[src/hw/rtl/sdspi_pkg.sv]
// Shared types and constants for the SD card SPI-mode command sequencer.
`default_nettype none

package sdspi_pkg;

  // Data bytes in one card block and wake-up bytes sent before CMD0
  localparam int unsigned BLOCK_BYTES = 512;
  localparam int unsigned WAKE_BYTES  = 10;

  // Byte counter width: enough to count the longest run of bytes
  localparam int unsigned CNT_W =
    $clog2((BLOCK_BYTES > WAKE_BYTES) ? BLOCK_BYTES : WAKE_BYTES);

  // Fixed frame lengths
  localparam int unsigned CMD_FRAME_BYTES = 7;
  localparam int unsigned R7_TAIL_BYTES   = 4;
  localparam int unsigned OCR_TAIL_BYTES  = 4;
  localparam int unsigned RD_DUMMY_BYTES  = 3;
  localparam int unsigned WR_CRC_BYTES    = 2;
  localparam int unsigned WR_TAIL_BYTES   = 2;

  // Stream payload widths
  localparam int unsigned IN_DATA_W  = 48;
  localparam int unsigned OUT_DATA_W = 24;

  // Command opcodes (start bit plus command index)
  localparam logic [7:0] OP_GO_IDLE = 8'h40;
  localparam logic [7:0] OP_IF_COND = 8'h48;
  localparam logic [7:0] OP_READ    = 8'h51;
  localparam logic [7:0] OP_WRITE   = 8'h58;
  localparam logic [7:0] OP_APP_OP  = 8'h69;
  localparam logic [7:0] OP_APP     = 8'h77;
  localparam logic [7:0] OP_OCR     = 8'h7A;

  // Command CRC bytes and arguments
  localparam logic [7:0]  CRC_GO_IDLE = 8'h95;
  localparam logic [7:0]  CRC_IF_COND = 8'h87;
  localparam logic [7:0]  CRC_APP     = 8'h65;
  localparam logic [7:0]  CRC_APP_OP2 = 8'h77;
  localparam logic [7:0]  CRC_NONE    = 8'hFF;
  localparam logic [31:0] ARG_IF_COND = 32'h0000_01AA;
  localparam logic [31:0] ARG_HCS     = 32'h4000_0000;

  // Card bytes
  localparam logic [7:0] BYTE_IDLE_FILL = 8'hFF;
  localparam logic [7:0] BYTE_TOKEN     = 8'hFE;
  localparam logic [7:0] BYTE_R1_IDLE   = 8'h01;
  localparam logic [7:0] BYTE_R1_READY  = 8'h00;
  localparam logic [7:0] BYTE_ECHO      = 8'hAA;
  localparam logic [7:0] BYTE_BUSY      = 8'h00;
  localparam logic [7:0] R1_ILLEGAL     = 8'h04;
  localparam logic [7:0] OCR_CCS_MASK   = 8'hC0;
  localparam logic [4:0] DATA_ACCEPTED  = 5'h05;

  // Request kinds carried on the input tuser
  typedef enum logic [1:0] {
    MODE_INIT     = 2'd0,
    MODE_READ     = 2'd1,
    MODE_WRITE    = 2'd2,
    MODE_EXCHANGE = 2'd3
  } mode_e;

  // Sequencer phases, one-hot
  typedef enum logic [15:0] {
    PH_IDLE     = 16'h0001,
    PH_WAKE     = 16'h0002,
    PH_CMD_TX   = 16'h0004,
    PH_CMD_POLL = 16'h0008,
    PH_R7_TAIL  = 16'h0010,
    PH_OCR_TAIL = 16'h0020,
    PH_RD_TOKEN = 16'h0040,
    PH_RD_DATA  = 16'h0080,
    PH_RD_DUMMY = 16'h0100,
    PH_WR_PRE   = 16'h0200,
    PH_WR_TOKEN = 16'h0400,
    PH_WR_DATA  = 16'h0800,
    PH_WR_CRC   = 16'h1000,
    PH_WR_RESP  = 16'h2000,
    PH_WR_BUSY  = 16'h4000,
    PH_WR_TAIL  = 16'h8000
  } phase_e;

  // One result item
  typedef struct packed {
    logic       send_valid;
    logic [7:0] send_byte;
    logic       select_active;
    logic       fast_clock;
    logic       read_valid;
    logic [7:0] read_data;
    logic       done_res;
    logic       failed;
    logic       high_capacity;
  } result_t;

endpackage

`default_nettype wire

[src/hw/rtl/sd_spi_command_sequencer.sv]
// SD card SPI-mode command sequencer: init, single-block read and write.
`default_nettype none

// Byte-level SD card master for SPI mode. Each input transaction is either a
// request (tuser: init, block read, block write) or the report of one finished
// SPI byte exchange (tuser 3) with the byte received from the card. Each input
// transaction yields exactly one output transaction telling the byte to shift
// out next (send_valid), chip select and clock speed for that exchange, a read
// block byte when one was just received, and done/failed at the end of an
// operation (done travels as tlast). Requests while busy and exchange reports
// while idle are ignored but still answered. One transaction is accepted per
// clock while the skid entry is empty; each result is registered before it
// reaches the output, and a two-entry output buffer keeps input accepting
// while one result waits for the consumer.
module sd_spi_command_sequencer (
  input  wire                              clk_i,
  input  wire                              rst_ni,
  input  wire                              s_axis_tvalid,
  output logic                             s_axis_tready,
  // tdata: block_address [31:0], received_byte [39:32], write_data [47:40]
  input  wire  [sdspi_pkg::IN_DATA_W-1:0]  s_axis_tdata,
  // tuser: mode [1:0]
  input  wire  [1:0]                       s_axis_tuser,
  output logic                             m_axis_tvalid,
  input  wire                              m_axis_tready,
  // tdata: send_valid [0], send_byte [8:1], select_active [9], fast_clock [10],
  //        read_valid [11], read_data [19:12], failed [20],
  //        high_capacity [21], zero [23:22]
  output logic [sdspi_pkg::OUT_DATA_W-1:0] m_axis_tdata,
  // tlast: done_res
  output logic                             m_axis_tlast
);
  import sdspi_pkg::*;

  // Input fields
  mode_e       mode;
  logic [31:0] block_address;
  logic [7:0]  received_byte;
  logic [7:0]  write_data;

  // Sequencer state
  phase_e           phase_q, phase_d;
  logic [CNT_W-1:0] byte_count_q, byte_count_d;
  logic [7:0]       opcode_q, opcode_d;
  logic [31:0]      argument_q, argument_d;
  logic [7:0]       crc_q, crc_d;
  logic             version_two_q, version_two_d;
  logic             capacity_q, capacity_d;
  logic             select_q, select_d;
  logic             clock_fast_q, clock_fast_d;
  logic [7:0]       ocr_top_q, ocr_top_d;

  // Per-item outputs
  logic       acted;
  logic       rd_valid;
  logic       op_done;
  logic       op_failed;
  logic [7:0] emit_byte;
  result_t    res;

  // Output buffer
  result_t out_q, out_d;
  result_t skid_q;
  logic    out_valid_q, out_valid_d;
  logic    skid_valid_q, skid_valid_d;
  logic    in_fire, out_fire, load_out, load_skid;

  assign mode          = mode_e'(s_axis_tuser);
  assign block_address = s_axis_tdata[31:0];
  assign received_byte = s_axis_tdata[39:32];
  assign write_data    = s_axis_tdata[47:40];

  assign s_axis_tready = ~skid_valid_q;
  assign in_fire       = s_axis_tvalid & s_axis_tready;
  assign out_fire      = m_axis_tvalid & m_axis_tready;

  // Advance the sequencer by one transaction
  always_comb begin
    phase_d       = phase_q;
    byte_count_d  = byte_count_q;
    opcode_d      = opcode_q;
    argument_d    = argument_q;
    crc_d         = crc_q;
    version_two_d = version_two_q;
    capacity_d    = capacity_q;
    select_d      = select_q;
    clock_fast_d  = clock_fast_q;
    ocr_top_d     = ocr_top_q;
    acted         = 1'b0;
    rd_valid      = 1'b0;
    op_done       = 1'b0;
    op_failed     = 1'b0;

    if (phase_q == PH_IDLE) begin
      case (mode)
        MODE_INIT: begin
          version_two_d = 1'b0;
          capacity_d    = 1'b0;
          clock_fast_d  = 1'b0;
          select_d      = 1'b0;
          phase_d       = PH_WAKE;
          byte_count_d  = '0;
          acted         = 1'b1;
        end
        MODE_READ, MODE_WRITE: begin
          select_d     = 1'b1;
          opcode_d     = (mode == MODE_READ) ? OP_READ : OP_WRITE;
          argument_d   = capacity_q ? block_address : {block_address[22:0], 9'd0};
          crc_d        = CRC_NONE;
          phase_d      = PH_CMD_TX;
          byte_count_d = '0;
          acted        = 1'b1;
        end
        default: begin
          acted = 1'b0;
        end
      endcase
    end else if (mode == MODE_EXCHANGE) begin
      acted = 1'b1;
      case (phase_q)
        PH_WAKE: begin
          if (byte_count_q == CNT_W'(WAKE_BYTES - 1)) begin
            select_d     = 1'b1;
            opcode_d     = OP_GO_IDLE;
            argument_d   = '0;
            crc_d        = CRC_GO_IDLE;
            phase_d      = PH_CMD_TX;
            byte_count_d = '0;
          end else begin
            byte_count_d = byte_count_q + 1'b1;
          end
        end
        PH_CMD_TX: begin
          if (byte_count_q == CNT_W'(CMD_FRAME_BYTES - 1)) begin
            phase_d      = PH_CMD_POLL;
            byte_count_d = '0;
          end else begin
            byte_count_d = byte_count_q + 1'b1;
          end
        end
        PH_CMD_POLL: begin
          if (received_byte != BYTE_IDLE_FILL) begin
            // Dispatch on the reply to the command just sent
            case (opcode_q)
              OP_GO_IDLE: begin
                if (received_byte == BYTE_R1_IDLE) begin
                  opcode_d     = OP_IF_COND;
                  argument_d   = ARG_IF_COND;
                  crc_d        = CRC_IF_COND;
                  phase_d      = PH_CMD_TX;
                  byte_count_d = '0;
                end else begin
                  select_d     = 1'b0;
                  phase_d      = PH_WAKE;
                  byte_count_d = '0;
                end
              end
              OP_IF_COND: begin
                if ((received_byte & R1_ILLEGAL) != 8'h00) begin
                  version_two_d = 1'b0;
                  opcode_d      = OP_APP;
                  argument_d    = '0;
                  crc_d         = CRC_APP;
                  phase_d       = PH_CMD_TX;
                  byte_count_d  = '0;
                end else begin
                  phase_d      = PH_R7_TAIL;
                  byte_count_d = '0;
                end
              end
              OP_APP: begin
                opcode_d     = OP_APP_OP;
                argument_d   = version_two_q ? ARG_HCS : 32'd0;
                crc_d        = version_two_q ? CRC_APP_OP2 : CRC_NONE;
                phase_d      = PH_CMD_TX;
                byte_count_d = '0;
              end
              OP_APP_OP: begin
                if (received_byte != BYTE_R1_READY) begin
                  opcode_d     = OP_APP;
                  argument_d   = '0;
                  crc_d        = CRC_APP;
                  phase_d      = PH_CMD_TX;
                  byte_count_d = '0;
                end else if (version_two_q) begin
                  opcode_d     = OP_OCR;
                  argument_d   = '0;
                  crc_d        = CRC_NONE;
                  phase_d      = PH_CMD_TX;
                  byte_count_d = '0;
                end else begin
                  clock_fast_d = 1'b1;
                  phase_d      = PH_IDLE;
                  byte_count_d = '0;
                  select_d     = 1'b0;
                  op_done      = 1'b1;
                end
              end
              OP_OCR: begin
                phase_d      = PH_OCR_TAIL;
                byte_count_d = '0;
                if (received_byte != BYTE_R1_READY) begin
                  phase_d   = PH_IDLE;
                  select_d  = 1'b0;
                  op_done   = 1'b1;
                  op_failed = 1'b1;
                end
              end
              OP_READ: begin
                phase_d = PH_RD_TOKEN;
                if (received_byte != BYTE_R1_READY) begin
                  phase_d      = PH_IDLE;
                  byte_count_d = '0;
                  select_d     = 1'b0;
                  op_done      = 1'b1;
                  op_failed    = 1'b1;
                end
              end
              OP_WRITE: begin
                phase_d = PH_WR_PRE;
                if (received_byte != BYTE_R1_READY) begin
                  phase_d      = PH_IDLE;
                  byte_count_d = '0;
                  select_d     = 1'b0;
                  op_done      = 1'b1;
                  op_failed    = 1'b1;
                end
              end
              default: begin
                phase_d      = PH_IDLE;
                byte_count_d = '0;
                select_d     = 1'b0;
                op_done      = 1'b1;
                op_failed    = 1'b1;
              end
            endcase
          end
        end
        PH_R7_TAIL: begin
          if (byte_count_q == CNT_W'(R7_TAIL_BYTES - 1)) begin
            if (received_byte != BYTE_ECHO) begin
              phase_d      = PH_IDLE;
              byte_count_d = '0;
              select_d     = 1'b0;
              op_done      = 1'b1;
              op_failed    = 1'b1;
            end else begin
              version_two_d = 1'b1;
              opcode_d      = OP_APP;
              argument_d    = '0;
              crc_d         = CRC_APP;
              phase_d       = PH_CMD_TX;
              byte_count_d  = '0;
            end
          end else begin
            byte_count_d = byte_count_q + 1'b1;
          end
        end
        PH_OCR_TAIL: begin
          // Keep the top OCR byte; decide capacity on the last byte
          if (byte_count_q == '0) begin
            ocr_top_d = received_byte;
          end
          if (byte_count_q == CNT_W'(OCR_TAIL_BYTES - 1)) begin
            capacity_d   = ((ocr_top_q & OCR_CCS_MASK) == OCR_CCS_MASK);
            clock_fast_d = 1'b1;
            phase_d      = PH_IDLE;
            byte_count_d = '0;
            select_d     = 1'b0;
            op_done      = 1'b1;
          end else begin
            byte_count_d = byte_count_q + 1'b1;
          end
        end
        PH_RD_TOKEN: begin
          if (received_byte == BYTE_TOKEN) begin
            phase_d      = PH_RD_DATA;
            byte_count_d = '0;
          end
        end
        PH_RD_DATA: begin
          rd_valid = 1'b1;
          if (byte_count_q == CNT_W'(BLOCK_BYTES - 1)) begin
            phase_d      = PH_RD_DUMMY;
            byte_count_d = '0;
          end else begin
            byte_count_d = byte_count_q + 1'b1;
          end
        end
        PH_RD_DUMMY: begin
          if (byte_count_q == CNT_W'(RD_DUMMY_BYTES - 1)) begin
            phase_d      = PH_IDLE;
            byte_count_d = '0;
            select_d     = 1'b0;
            op_done      = 1'b1;
          end else begin
            byte_count_d = byte_count_q + 1'b1;
          end
        end
        PH_WR_PRE: begin
          phase_d = PH_WR_TOKEN;
        end
        PH_WR_TOKEN: begin
          phase_d      = PH_WR_DATA;
          byte_count_d = '0;
        end
        PH_WR_DATA: begin
          if (byte_count_q == CNT_W'(BLOCK_BYTES - 1)) begin
            phase_d      = PH_WR_CRC;
            byte_count_d = '0;
          end else begin
            byte_count_d = byte_count_q + 1'b1;
          end
        end
        PH_WR_CRC: begin
          if (byte_count_q == CNT_W'(WR_CRC_BYTES - 1)) begin
            phase_d      = PH_WR_RESP;
            byte_count_d = '0;
          end else begin
            byte_count_d = byte_count_q + 1'b1;
          end
        end
        PH_WR_RESP: begin
          if (received_byte[4:0] == DATA_ACCEPTED) begin
            phase_d = PH_WR_BUSY;
          end
        end
        PH_WR_BUSY: begin
          if (received_byte != BYTE_BUSY) begin
            phase_d      = PH_WR_TAIL;
            byte_count_d = '0;
          end
        end
        PH_WR_TAIL: begin
          if (byte_count_q == CNT_W'(WR_TAIL_BYTES - 1)) begin
            phase_d      = PH_IDLE;
            byte_count_d = '0;
            select_d     = 1'b0;
            op_done      = 1'b1;
          end else begin
            byte_count_d = byte_count_q + 1'b1;
          end
        end
        default: begin
          phase_d      = PH_IDLE;
          byte_count_d = '0;
          select_d     = 1'b0;
          op_done      = 1'b1;
          op_failed    = 1'b1;
        end
      endcase
    end
  end

  // Select the byte due on the next exchange
  always_comb begin
    case (phase_d)
      PH_CMD_TX: begin
        case (byte_count_d)
          CNT_W'(0): emit_byte = BYTE_IDLE_FILL;
          CNT_W'(1): emit_byte = opcode_d;
          CNT_W'(2): emit_byte = argument_d[31:24];
          CNT_W'(3): emit_byte = argument_d[23:16];
          CNT_W'(4): emit_byte = argument_d[15:8];
          CNT_W'(5): emit_byte = argument_d[7:0];
          default:   emit_byte = crc_d;
        endcase
      end
      PH_WR_TOKEN: emit_byte = BYTE_TOKEN;
      PH_WR_DATA:  emit_byte = write_data;
      default:     emit_byte = BYTE_IDLE_FILL;
    endcase
  end

  // Assemble the result item
  always_comb begin
    res.send_valid    = acted && (phase_d != PH_IDLE);
    res.send_byte     = res.send_valid ? emit_byte : 8'h00;
    res.select_active = select_d;
    res.fast_clock    = clock_fast_d;
    res.read_valid    = rd_valid;
    res.read_data     = rd_valid ? received_byte : 8'h00;
    res.done_res      = op_done;
    res.failed        = op_done & op_failed;
    res.high_capacity = capacity_d;
  end

  // Steer results into the output register or the skid entry
  assign load_out  = in_fire & (~out_valid_q | out_fire);
  assign load_skid = in_fire & out_valid_q & ~out_fire;

  always_comb begin
    out_valid_d  = out_valid_q;
    skid_valid_d = skid_valid_q;
    out_d        = out_q;
    if (out_fire) begin
      out_valid_d  = skid_valid_q;
      out_d        = skid_q;
      skid_valid_d = 1'b0;
    end
    if (load_out) begin
      out_valid_d = 1'b1;
      out_d       = res;
    end
    if (load_skid) begin
      skid_valid_d = 1'b1;
    end
  end

  // Control and sequencer state registers
  always_ff @(posedge clk_i or negedge rst_ni) begin
    if (!rst_ni) begin
      phase_q       <= PH_IDLE;
      byte_count_q  <= '0;
      opcode_q      <= '0;
      argument_q    <= '0;
      crc_q         <= '0;
      version_two_q <= 1'b0;
      capacity_q    <= 1'b0;
      select_q      <= 1'b0;
      clock_fast_q  <= 1'b0;
      ocr_top_q     <= '0;
      out_valid_q   <= 1'b0;
      skid_valid_q  <= 1'b0;
    end else begin
      if (in_fire) begin
        phase_q       <= phase_d;
        byte_count_q  <= byte_count_d;
        opcode_q      <= opcode_d;
        argument_q    <= argument_d;
        crc_q         <= crc_d;
        version_two_q <= version_two_d;
        capacity_q    <= capacity_d;
        select_q      <= select_d;
        clock_fast_q  <= clock_fast_d;
        ocr_top_q     <= ocr_top_d;
      end
      out_valid_q  <= out_valid_d;
      skid_valid_q <= skid_valid_d;
    end
  end

  // Result payload registers
  always_ff @(posedge clk_i) begin
    out_q <= out_d;
    if (load_skid) begin
      skid_q <= res;
    end
  end

  // Drive the output stream
  assign m_axis_tvalid = out_valid_q;
  assign m_axis_tlast  = out_q.done_res;
  assign m_axis_tdata  = {2'b00, out_q.high_capacity, out_q.failed, out_q.read_data,
                          out_q.read_valid, out_q.fast_clock, out_q.select_active,
                          out_q.send_byte, out_q.send_valid};

`ifndef NO_ASSERTIONS
  // A waiting skid entry always sits behind a valid output register
  assert property (@(posedge clk_i) disable iff (!rst_ni)
    skid_valid_q |-> out_valid_q)
    else $error("skid entry held without a valid output register");

  // The fast clock is switched on only by a finished init
  assert property (@(posedge clk_i) disable iff (!rst_ni)
    $rose(clock_fast_q) |-> (phase_q == PH_IDLE))
    else $error("fast clock enabled outside a completed init");

  // Chip select stays high while the wake bytes are sent
  assert property (@(posedge clk_i) disable iff (!rst_ni)
    (phase_q == PH_WAKE) |-> !select_q)
    else $error("card selected during wake bytes");

  // A delivered block byte always comes with another exchange due
  assert property (@(posedge clk_i) disable iff (!rst_ni)
    (out_valid_q && out_q.read_valid) |-> out_q.send_valid)
    else $error("read byte without a following exchange");

  // An ending operation asks for no further exchange and releases the card
  assert property (@(posedge clk_i) disable iff (!rst_ni)
    (out_valid_q && out_q.done_res) |-> (!out_q.send_valid && !out_q.select_active))
    else $error("operation end with exchange due or card selected");
`endif

endmodule

`default_nettype wire
[config.mk]
export PLATFORM = sky130hd
export DESIGN_NAME = sd_spi_command_sequencer
export DESIGN_NICKNAME = d
export VERILOG_FILES = /design/src/hw/rtl/sdspi_pkg.sv /design/src/hw/rtl/sd_spi_command_sequencer.sv
export SDC_FILE = /design/constraint.sdc
export NUM_CORES = 1
export LEC_CHECK = 0
export ABC_AREA = 1
export BUFFER_PORTS_ARGS = -buffer_cell sky130_fd_sc_hd__clkbuf_2
export CORE_MARGIN = 2
export CORE_UTILIZATION = 35
export DETAILED_ROUTE_END_ITERATION = 6
export PLACE_DENSITY_LB_ADDON = 0.1
export SYNTH_ARGS = -nofsm -noshare
export SYNTH_HDL_FRONTEND = slang
export SYNTH_SLANG_ARGS = --single-unit
[constraint.sdc]
create_clock -name clk_i -period 4.4 [get_ports clk_i]
set_clock_uncertainty 0.15 [all_clocks]
set_input_delay 0.88 -clock clk_i [delete_from_list [all_inputs] [get_ports clk_i]]
set_output_delay 0.88 -clock clk_i [all_outputs]
set_load 0.005 [all_outputs]
==> results of run 1 <==
[final timing paths]
kind,start,end,slack [ns],cells past startpoint
worst min register to register,argument_q[12],argument_q[12],0.35,2
worst max register to register,phase_q[11],m_axis_tdata[6],0.42,20
max in group asynchronous,rst_ni,phase_q[0],2.79,2
worst min-delay path,argument_q[12],argument_q[12],0.35,2
worst max-delay path,phase_q[11],m_axis_tdata[6],0.42,20
min in group asynchronous,rst_ni,byte_count_q[5],0.39,1
[timing repair]
action	in CTS	in global routing
resized for setup	0	2
endpoints found under the setup margin	0	5
buffers inserted	0	0
[per-layer routing]
| metal | wire length (µm) | vias up |
|---|---|---|
| li1 | - | 5001 |
| met5 | 0 | - |
| met4 | 496 | 0 |
| met1 | 17000 | 4615 |
| met2 | 14700 | 305 |
| met3 | 2010 | 36 |
[power by group through the flow]
stage / registers [mW] / logic, mW / clock network [mW]
after detailed placement: 1.88 / 3.44 / 0
after global placement: 1.88 / 3.45 / 0
after floorplan: 1.84 / 2.29 / 0
final: 1.87 / 3.48 / 1.57
after CTS: 1.87 / 3.45 / 1.59
after global routing: 1.91 / 3.93 / 1.64
[cell families after synthesis]
group                    synth area share [%]
buffers and inverters                    9.39
AO/OA/AOI/OAI                            15.7
other                                  0.0391
AND/OR/NAND/NOR                          38.0
flip-flops                               35.6
XOR/XNOR                               0.0914
adder cells (fa/ha/maj)                  1.18
[registers in the layout, indices dropped and copies added (netlist names)]
signal	flops
argument_q	32
byte_count_q	9
capacity_q	1
clock_fast_q	1
crc_q	8
m_axis_tdata	22
m_axis_tlast	1
m_axis_tvalid	1
ocr_top_q	2
opcode_q	8
phase_q	16
select_q	1
skid_q	23
skid_valid_q	1
version_two_q	1
[tightest hold or removal path, stage by stage, from the launching register on]
cell and delay (ns):
dfrtp_1 0.35, nand2_1 0.05, o21ai_0 0.06
[cell type report]
class	instances	area (µm²)	area share (%)
Tap cell	341	427	3.83
Clock buffer	17	425	3.82
Clock inverter	15	200	1.80
Inverter	178	668	5.99
Multi-Input combinational cell	1116	5290	47.4
Sequential cell	127	3410	30.6
Timing Repair Buffer	121	728	6.53
[cell usage in the layout, fill, tap and decap left out, types with 17 or more instances in the layout]
cell type / n
a21oi_1: 40
a31oi_1: 22
clkbuf_2: 77
nand2_1: 474
buf_4: 43
clkbuf_16: 17
inv_1: 165
dfrtp_1: 80
nor2_1: 151
nand3_1: 114
nand4_1: 18
o21ai_0: 143
nor3_1: 17
edfxtp_1: 46
[stage by stage]
step	util, %	cells	setup slack [ns]
after floorplan	-	1468	1.09
after global placement	39.1	1883	0.221
after detailed placement	39.1	1883	0.141
after CTS	41.4	1915	0.338
after global routing	41.5	1915	0.0513
final	41.5	1915	0.421
==> impl_results.md, run 1 <==
* Status: complete, no violations
* Fin nets at 1624
* Least-Margin Pin Slew at 0.938 ns
* Clock latency on the worst-skew pair at 0.44 ns
* Largest net degree at the start of global routing at 89
* Initial Util at 35.6%
* Via density at 5.20
* Via count at 9957
* Router iterations before antenna repair at 5
* Distinct cells, synth at 52
* Crit path kind: flop to flop
* CTS buffer count at 17
* Vias in the first global route at 9289
* Yosys top cell area share at 20.9%
* Switch share at 48.5%
* Ports at between 80 and 90
* Yosys reg bits at 127
* CTS Root Cell: clkbuf_16
* Critical Path RT at 4.56 ns
* Post-DRT Antenna Nets at 0
* Max-Cap Viols at 0
* ANT cells at 0
* Post-DR wirelength/cell at around 18 µm
* RSZ-0062 raised after global routing: false
* Max clock buf depth at 2
* Avg Inst Size Synth at 6.53 µm²
* Delay-heaviest family, CP: simple AND/OR/NAND/NOR gates
* Ys Warns at 0
* M2 GR Usage at a little under two fifths
* Hold/Removal Path Class: flop to flop
* Setup TNS at 0 ns
* Crit path buffers/inverters at 1
* WHS at 0.347 ns
* Mapped Cells at 1467
* Htree depth at 4
* Net switching power at 3.36 mW
* Layout cells sized above 1 at 13.5%
* Min cycle time layout at 3.98 ns
* Initial antenna violation count at 0
* Max FO, Critical Path at 19
* FFs w/ async S/R, synth at 63.8%
* Synth Cell Area at 9580 µm²
* Placed cell area at around 11000 µm²
* Synth area leaders: dfrtp_1 21%, nand2_1 19%, edfxtp_1 14%
* Post-synth top cells: 476 x nand2_1, 165 x inv_1, 152 x nor2_1
* Rel. slew slack at between 30% and 40%
* Fin. Hold Viols at 0
* Seq pwr share at 27.0%
* CP startpoint kind: flop
* Power Density at 621 nW/µm²
* Die footprint at 28700 µm²
* # port buffers at 78
* Top-count cell post-synth: nand2_1
* Max frequency at around 0.25 GHz
* Drt drc at 0
* DIE HEIGHT at 169 µm
* Clock network power share at 22.7%
* Critical path cell sequence: nor2_1 > nand2_2 > nor2_8 > nand2_2 > o21ai_4 > nand3_2 > nand2_1 > nand2_1 > nand3_1 > nand2_1 > nor2_4 > buf_4 > nand2_1 > o21ai_0 > nor2_1 > nand3b_1 > nand2_1 > nand2_1 > nand3_1 > nand2_1
* EDFF count, synth at 46
* Max IR drop VDD at roughly 270 µV
* CP endpoint kind: flop
* Synth area leader: dfrtp_1
* Met3 usage at 3.85%
* Worst path slowest cell: dfrtp_1
* Number of fill cells at 2948
* Combinational share of power at 50.3%
* Die X at 169 µm
* First-pass GRT wire length at 53.9 mm
* CTS tree: yes
* Routability Congestion at 0.927
* Most frequent CP cell: nand2_1
* # clock sinks at 127
* Clock slew at reported path FFs at 0.07 ns
* Worst EP arrival at 4.14 ns
* Layout area overhead at 16.4%
* Routed WL at 34.3 mm
* GR met1 Demand/Resource at a little over a third
* Most Crowded Layer GR: met2
* Period utilization at 90.4%
* Initial detailed-routing violation count at 1054
* Rows at 60
* Total congestion overflow at 0
* Ys flop type: dfrtp_1
* Register area share after synthesis at 35.6%
* GRT Resource Usage Total at around 24%
* Post-DP HPWL at between 20 and 30 mm
* Worst stage delay on the critical path at 0.44 ns
* Fin. max-slew vios at 0
* Standby leakage power at 5.45 nW
* Tot Pwr at 6.92 mW
* Core area at between 20000 and 30000 µm²
* Pint at 3.56 mW
* Final std cell area, no fill at 11100 µm²
* Cts-stage hold buffer count at 0
* Final setup viols at 0
Note: power is estimated with default switching activity, not from simulation.
==> run 2: changes to the inputs <==
BUFFER_PORTS_ARGS = -buffer_cell sky130_fd_sc_hd__buf_2   (was -buffer_cell sky130_fd_sc_hd__clkbuf_2)
CORE_MARGIN = 10   (was 2)
==> impl_results.md, run 2 (synthesis gave the netlist of run 1 again) <==
* Least-Margin Pin Slew at 0.991 ns (+0.0526 ns)
* Die X at 185 µm (+9.4%)
* FF-to-FF Start: phase_q[9]
* Crit path kind: flop to flop
* Rows at 60 (unchanged)
* Initial antenna violation count at 3 (+3)
* Post-DP HPWL at 26.8 mm (+3.3%)
* Post-DR wirelength/cell at 17.8 µm (-0.21%)
* DIE HEIGHT at 185 µm (+9.4%)
* Drt drc at 4 (+4)
* Fin. Hold Viols at 0 (unchanged)
* Critical Path RT at 4.44 ns (-0.12 ns)
* Final setup viols at 0 (unchanged)
* Max FO, Critical Path at 19 (unchanged)
* Core area at 27000 µm² (+0.28%)
* CTS tree: yes
* Clock slew at reported path FFs at 0.07 ns (about the same)
* Worst stage delay on the critical path at 0.44 ns (about the same)
* Standby leakage power at 5.43 nW (-0.35%)
* Max clock buf depth at 2 (unchanged)
* RSZ-0062 raised after global routing: false
* Post-DRT Antenna Nets at 0 (unchanged)
* Cts-stage hold buffer count at 0 (unchanged)
* Delay-heaviest family, CP: simple AND/OR/NAND/NOR gates
* CP endpoint kind: flop
* Largest net degree at the start of global routing at 68 (-24%)
* Placed cell area at 10500 µm² (+0.14%)
* Total congestion overflow at 0 (unchanged)
* Leading cell type in the layout, fill and taps excluded: nand2_1
* Status: complete, but fails checks
* Ports at 81 (unchanged)
* Non-Filler Instances at 1918 (+0.16%)
* Routability Congestion at 0.987 (+6.4%)
* Layout cells sized above 1 at 13.5% (-0.081 points)
* Period utilization at 91.5% (+1.1 points)
* Multi-input logic area at 5290 µm² (about the same)
* # clock sinks at 127 (unchanged)
* Initial Util at 35.5% (-0.099 points)
* CTS buffer count at 17 (unchanged)
* Worst path slowest cell: dfrtp_1
* Most frequent CP cell: nand2_1
* Net switching power at 3.31 mW (-1.5%)
* Max frequency at 0.248 GHz (-1.2%)
* Power Density at 621 nW/µm² (about the same)
* Combinational share of power at 50.4% (about the same)
* Critical path cell sequence: nor2_1 > nand2_2 > nor2_8 > nand2_1 > buf_4 > nand3_1 > nand2_1 > nor3_2 > inv_1 > a21oi_1 > o21ai_1 > nand2_1 > nand2_1 > nand3_1 > nand2_1 > nor2_1 > nand3b_1 > nand2_1 > nand2_1 > nand3_1 > nand2_1
* Initial detailed-routing violation count at 1060 (+0.57%)
* Hold/Removal Path Class: input pin to asynchronous set/reset pin
* Tot Pwr at 6.93 mW (+0.18%)
* WHS at 0.309 ns (-0.0375 ns)
* Seq pwr share at 27.2% (+0.2 points)
* Fin. max-slew vios at 0 (unchanged)
* Setup ws final at 0.373 ns (-0.0473 ns)
* Switch share at 47.7% (-0.82 points)
* Reg area at 3410 µm² (unchanged)
* First-pass GRT wire length at 54.0 mm (+0.32%)
* Worst EP arrival at 4.07 ns (-0.07 ns)
* Via density at 5.19 (about the same)
* Fin nets at 1626 (+0.12%)
* GRT Resource Usage Total at 20.1% (-4.3 points)
* Pint at 3.62 mW (+1.8%)
* Number of fill cells at 2896 (-1.8%)
* Failing checks: design-rule violations
* CTS Root Cell: clkbuf_16
* Rel. slew slack at 33.8% (-3.7 points)
* Biggest register: argument_q
* Max-Cap Viols at 0 (unchanged)
* Most frequent cells in the layout: 475 x nand2_1, 165 x inv_1, 151 x nor2_1
* Dpl cells at 1885 (+0.11%)
* CP startpoint kind: flop
* Clock network power share at 22.4% (-0.3 points)
* R2R Setup Slk at 0.37 ns (-0.05 ns)
* Router iterations before antenna repair at 7 (+2)
* Vias in the first global route at 9461 (+1.9%)
* Max reg flops at 32 (unchanged)
* Worst Reg-to-Reg Cells at 21 (+5.0%)
* Final std cell area, no fill at 11200 µm² (about the same)
* Layout area overhead at 16.5% (about the same)
* Via count at 9963 (+0.060%)
* Min cycle time layout at 4.03 ns (+0.0473 ns)
* Util after Layout at 41.4% (-0.078 points)
* Max IR drop VDD at 226 µV (-17%)
* Crit path buffers/inverters at 2 (+1)
* Routed WL at 34.2 mm (about the same)
* Clock latency on the worst-skew pair at 0.43 ns (about the same)
* Setup TNS at 0 ns (unchanged)
* # port buffers at 78 (unchanged)
* Die footprint at 34400 µm² (+20%)
* Htree depth at 4 (unchanged)
* DP Worst Slack at 0.174 ns (+0.0332 ns)
* R2R Path End: m_axis_tdata[4]
[run 2: cell count changes in the layout (fill, tap and decap cells not counted), moves of 2 or more]
cell        change
clkinvlp_4      +2
buf_2          +77
clkbuf_2       -77
inv_6           -2
buf_4           +2
clkinv_4        -2
clkbuf_1        +3
[run 2: cell type report]
cell class / instances / area share (%)
inverter: 178 / 5.99
clock buffer: 20 / 3.91
antenna: 1 / 0.0224
timing repair buffer: 123 / 6.66
sequential: 127 / 30.6
tap: 341 / 3.82
multi-input combinational: 1116 / 47.4
clock inverter: 12 / 1.65
[run 2: per-layer routing]
metal / track usage [%] / share of wire, % / up-vias
met5: 0 / 0.073 / -
met4: 5.07 / 1.6 / 4
met3: 3.68 / 6.3 / 41
met2: 30.8 / 44 / 310
met1: 28.3 / 48 / 4590
li1: - / - / 5018
[run 2: power by group through the flow]
stage	Sequential [mW]	Combinational [mW]	Clock [mW]
2_1_floorplan	1.84	2.29	0
3_3_place_gp	1.89	3.48	0
3_5_place_dp	1.90	3.47	0
4_1_cts	1.88	3.48	1.58
5_1_grt	1.93	3.95	1.63
6_report	1.89	3.49	1.55
[run 2: worst reg2reg max path: cells and delay by family, from the launching register on]
family	cells	cell delay (ns)
compound gates	2	0.36
buf+inv	2	0.39
simple gates	17	2.44
flops	1	0.44
[run 2: repair_timing]
action                                  4_1_cts  5_1_grt
setup buffers                                 0        0
endpoints found under the setup margin        0        4
resized for setup                             0        1
[run 2: worst max path at each step]
stage / startpoint / end / slack, ns / cells past startpoint
after floorplan: byte_count_q[0] / m_axis_tdata[3] / 1.09 / 26
after global placement: s_axis_tdata[33] / m_axis_tdata[4] / 0.23 / 22
after detailed placement: s_axis_tdata[33] / m_axis_tdata[4] / 0.17 / 22
after CTS: phase_q[9] / m_axis_tdata[5] / 0.38 / 16
after global routing: byte_count_q[1] / m_axis_tdata[3] / 0.08 / 26
final: phase_q[9] / m_axis_tdata[4] / 0.37 / 21
==> run 3: changes to the inputs <==
CORE_UTILIZATION = 34   (was 35)
CTS_CLUSTER_SIZE = 24   (was unset)
SKIP_CTS_REPAIR_TIMING = 1   (was unset)
==> impl_results.md, run 3 (synthesis gave the netlist of run 1 again) <==
* Worst EP arrival at 4.18 ns (+0.11 ns)
* Max frequency at 0.249 GHz (+0.42%)
* Drt drc at 0 (-4)
* Total congestion overflow at 0 (unchanged)
* Ports at 81 (unchanged)
* Setup TNS at 0 ns (unchanged)
* Non-Filler Instances at 1957 (+2.0%)
* CP startpoint kind: flop
* Worst stage delay on the critical path at 0.66 ns (+0.22 ns)
* Die X at 188 µm (+1.3%)
* Critical Path RT at 4.57 ns (+0.13 ns)
* Initial detailed-routing violation count at 878 (-17%)
* Fin. max-slew vios at 0 (unchanged)
* Via density at 5.15 (-0.82%)
* Crit path buffers/inverters at 1 (-1)
* Post-DRT Antenna Nets at 0 (unchanged)
* Rows at 61 (+1.7%)
* Biggest register: argument_q
* ANT cells at 0 (-1)
* Hold/Removal Path Class: flop to flop
* Setup crit start: phase_q[11]
* Worst path slowest cell: a21oi_2
* Post-DP HPWL at 26.9 mm (+0.66%)
* Max reg flops at 32 (unchanged)
* Delay-heaviest family, CP: simple AND/OR/NAND/NOR gates
* Router iterations before antenna repair at 5 (-2)
* Initial Util at 34.5% (-1.1 points)
* Htree depth at 4 (unchanged)
* Clock slew at reported path FFs at 0.07 ns (about the same)
* Number of fill cells at 3133 (+8.2%)
* Leading cell type in the layout, fill and taps excluded: nand2_1
* Crit path kind: flop to flop
* CTS Root Cell: clkbuf_16
* Period utilization at 91.1% (-0.39 points)
* Clock latency on the worst-skew pair at 0.44 ns (about the same)
* Standby leakage power at 5.44 nW (+0.22%)
* FF-to-FF Start: phase_q[11]
* Layout area overhead at 16.9%
* Vias in the first global route at 9613 (+1.6%)
* First-pass GRT wire length at 55.7 mm (+3.1%)
* Routability Congestion at 0.947 (-4.0%)
* # clock sinks at 127 (unchanged)
* # port buffers at 78 (unchanged)
* Largest net degree at the start of global routing at 71 (+4.4%)
* Layout cells sized above 1 at 13.8% (+0.35 points)
* CTS buffer count at 17 (unchanged)
* Core area at 27800 µm² (+3.1%)
* CTS tree: yes
* Critical hold path startpoint: crc_q[1]
* Critical path cell sequence: nor2_1 > nand2_2 > nor2_8 > nand2_2 > nor2_1 > nor3_2 > a21oi_2 > inv_1 > o22ai_1 > nand2_1 > o21ai_0 > nand3b_1 > nand2_1 > nand2_1 > nand2_1 > nand2_1
* Fin nets at 1629 (+0.18%)
* Min cycle time layout at 4.01 ns (-0.0170 ns)
* Fin. Hold Viols at 0 (unchanged)
* Max FO, Critical Path at 19 (unchanged)
* Final setup viols at 0 (unchanged)
* RSZ-0062 raised after global routing: false
* Die footprint at 35300 µm² (+2.6%)
* WHS at 0.345 ns (+0.0356 ns)
* CP endpoint kind: flop
* Power Density at 619 nW/µm² (-0.40%)
* Max clock buf depth at 2 (unchanged)
* Post-DR wirelength/cell at 18.0 µm (+1.0%)
* Dpl cells at 1925 (+2.1%)
* Status: complete, no violations
* Most frequent CP cell: nand2_1
* Max-Cap Viols at 0 (unchanged)
* Least-Margin Pin Slew at 1.01 ns (+0.0167 ns)
* Via count at 10100 (+1.2%)
* DIE HEIGHT at 188 µm (+1.3%)
* Most frequent cells in the layout: 474 x nand2_1, 165 x inv_1, 151 x nor2_1
* Max IR drop VDD at 215 µV (-4.9%)
* Rel. slew slack at 32.8% (-0.96 points)
* GRT Resource Usage Total at 19.7% (-0.39 points)
* Routed WL at 35.3 mm (+3.1%)
* Initial antenna violation count at 0 (-3)
[run 3: changes by cell type in the layout (fill, tap and decap cells not counted), sizes merged]
| cell | delta |
|---|---|
| buf | +3 |
| bufinv | -2 |
| diode | -1 |
| clkbuf | -3 |
| inv | +2 |
| clkinv | +4 |
| clkinvlp | -1 |
[run 3: layout make-up]
type                            instances  area [µm²]  area share [%]
Inverter                              178         668            5.97
Sequential cell                       127        3410            30.4
Clock inverter                         15         178            1.59
Clock buffer                           17         425            3.80
Tap cell                              378         473            4.22
Multi-Input combinational cell       1116        5280            47.2
Timing Repair Buffer                  126         766            6.84
[run 3: tightest hold or removal path: cells and delay by family (launching register included)]
| kind | cells | cell delay (ns) |
|---|---|---|
| flops | 1 | 0.34 |
| simple gates | 1 | 0.05 |
| compound gates | 1 | 0.07 |
[run 3: stage by stage]
stage / power [mW] / area, µm² / util [%] / setup WS (ns)
floorplan: 4.14 / 9580 / - / 1.09
global placement: 5.42 / 10600 / 38.1 / 0.0495
detailed placement: 5.42 / 10600 / 38.1 / 0.0185
CTS: 6.95 / 11200 / 40.3 / 0.281
global route: 7.49 / 11200 / 40.3 / 0.00967
finish: 6.93 / 11200 / 40.3 / 0.390
[run 3: path summary, 6_finish.rpt]
| path | end | slack, ns | cells after the start |
|---|---|---|---|
| worst max-delay path | m_axis_tdata[5] | 0.39 | 16 |
| worst min-delay path | crc_q[1] | 0.34 | 2 |
| worst max register to register | m_axis_tdata[5] | 0.39 | 16 |
| worst min register to register | crc_q[1] | 0.34 | 2 |
| max in group asynchronous | phase_q[0] | 2.83 | 2 |
| min in group asynchronous | phase_q[10] | 0.45 | 1 |
[run 3: where the power goes]
part           internal (mW)  leakage, nW  switching (mW)
sequential              1.66         1.48           0.224
combinational           1.03         3.68            2.51
clock                  0.854        0.292           0.660
total                   3.54         5.44            3.39
[run 3: per-layer routing]
layer  global-route usage [%]  wire length (µm)  share of wire, %  vias up
li1                         -                 -                 -     5027
met1                     27.9             17100                48     4694
met2                     30.2             15400                44      327
met3                     3.45              2250               6.4       34
met4                     5.02               514               1.5        0
met5                        0                 0                 0        -
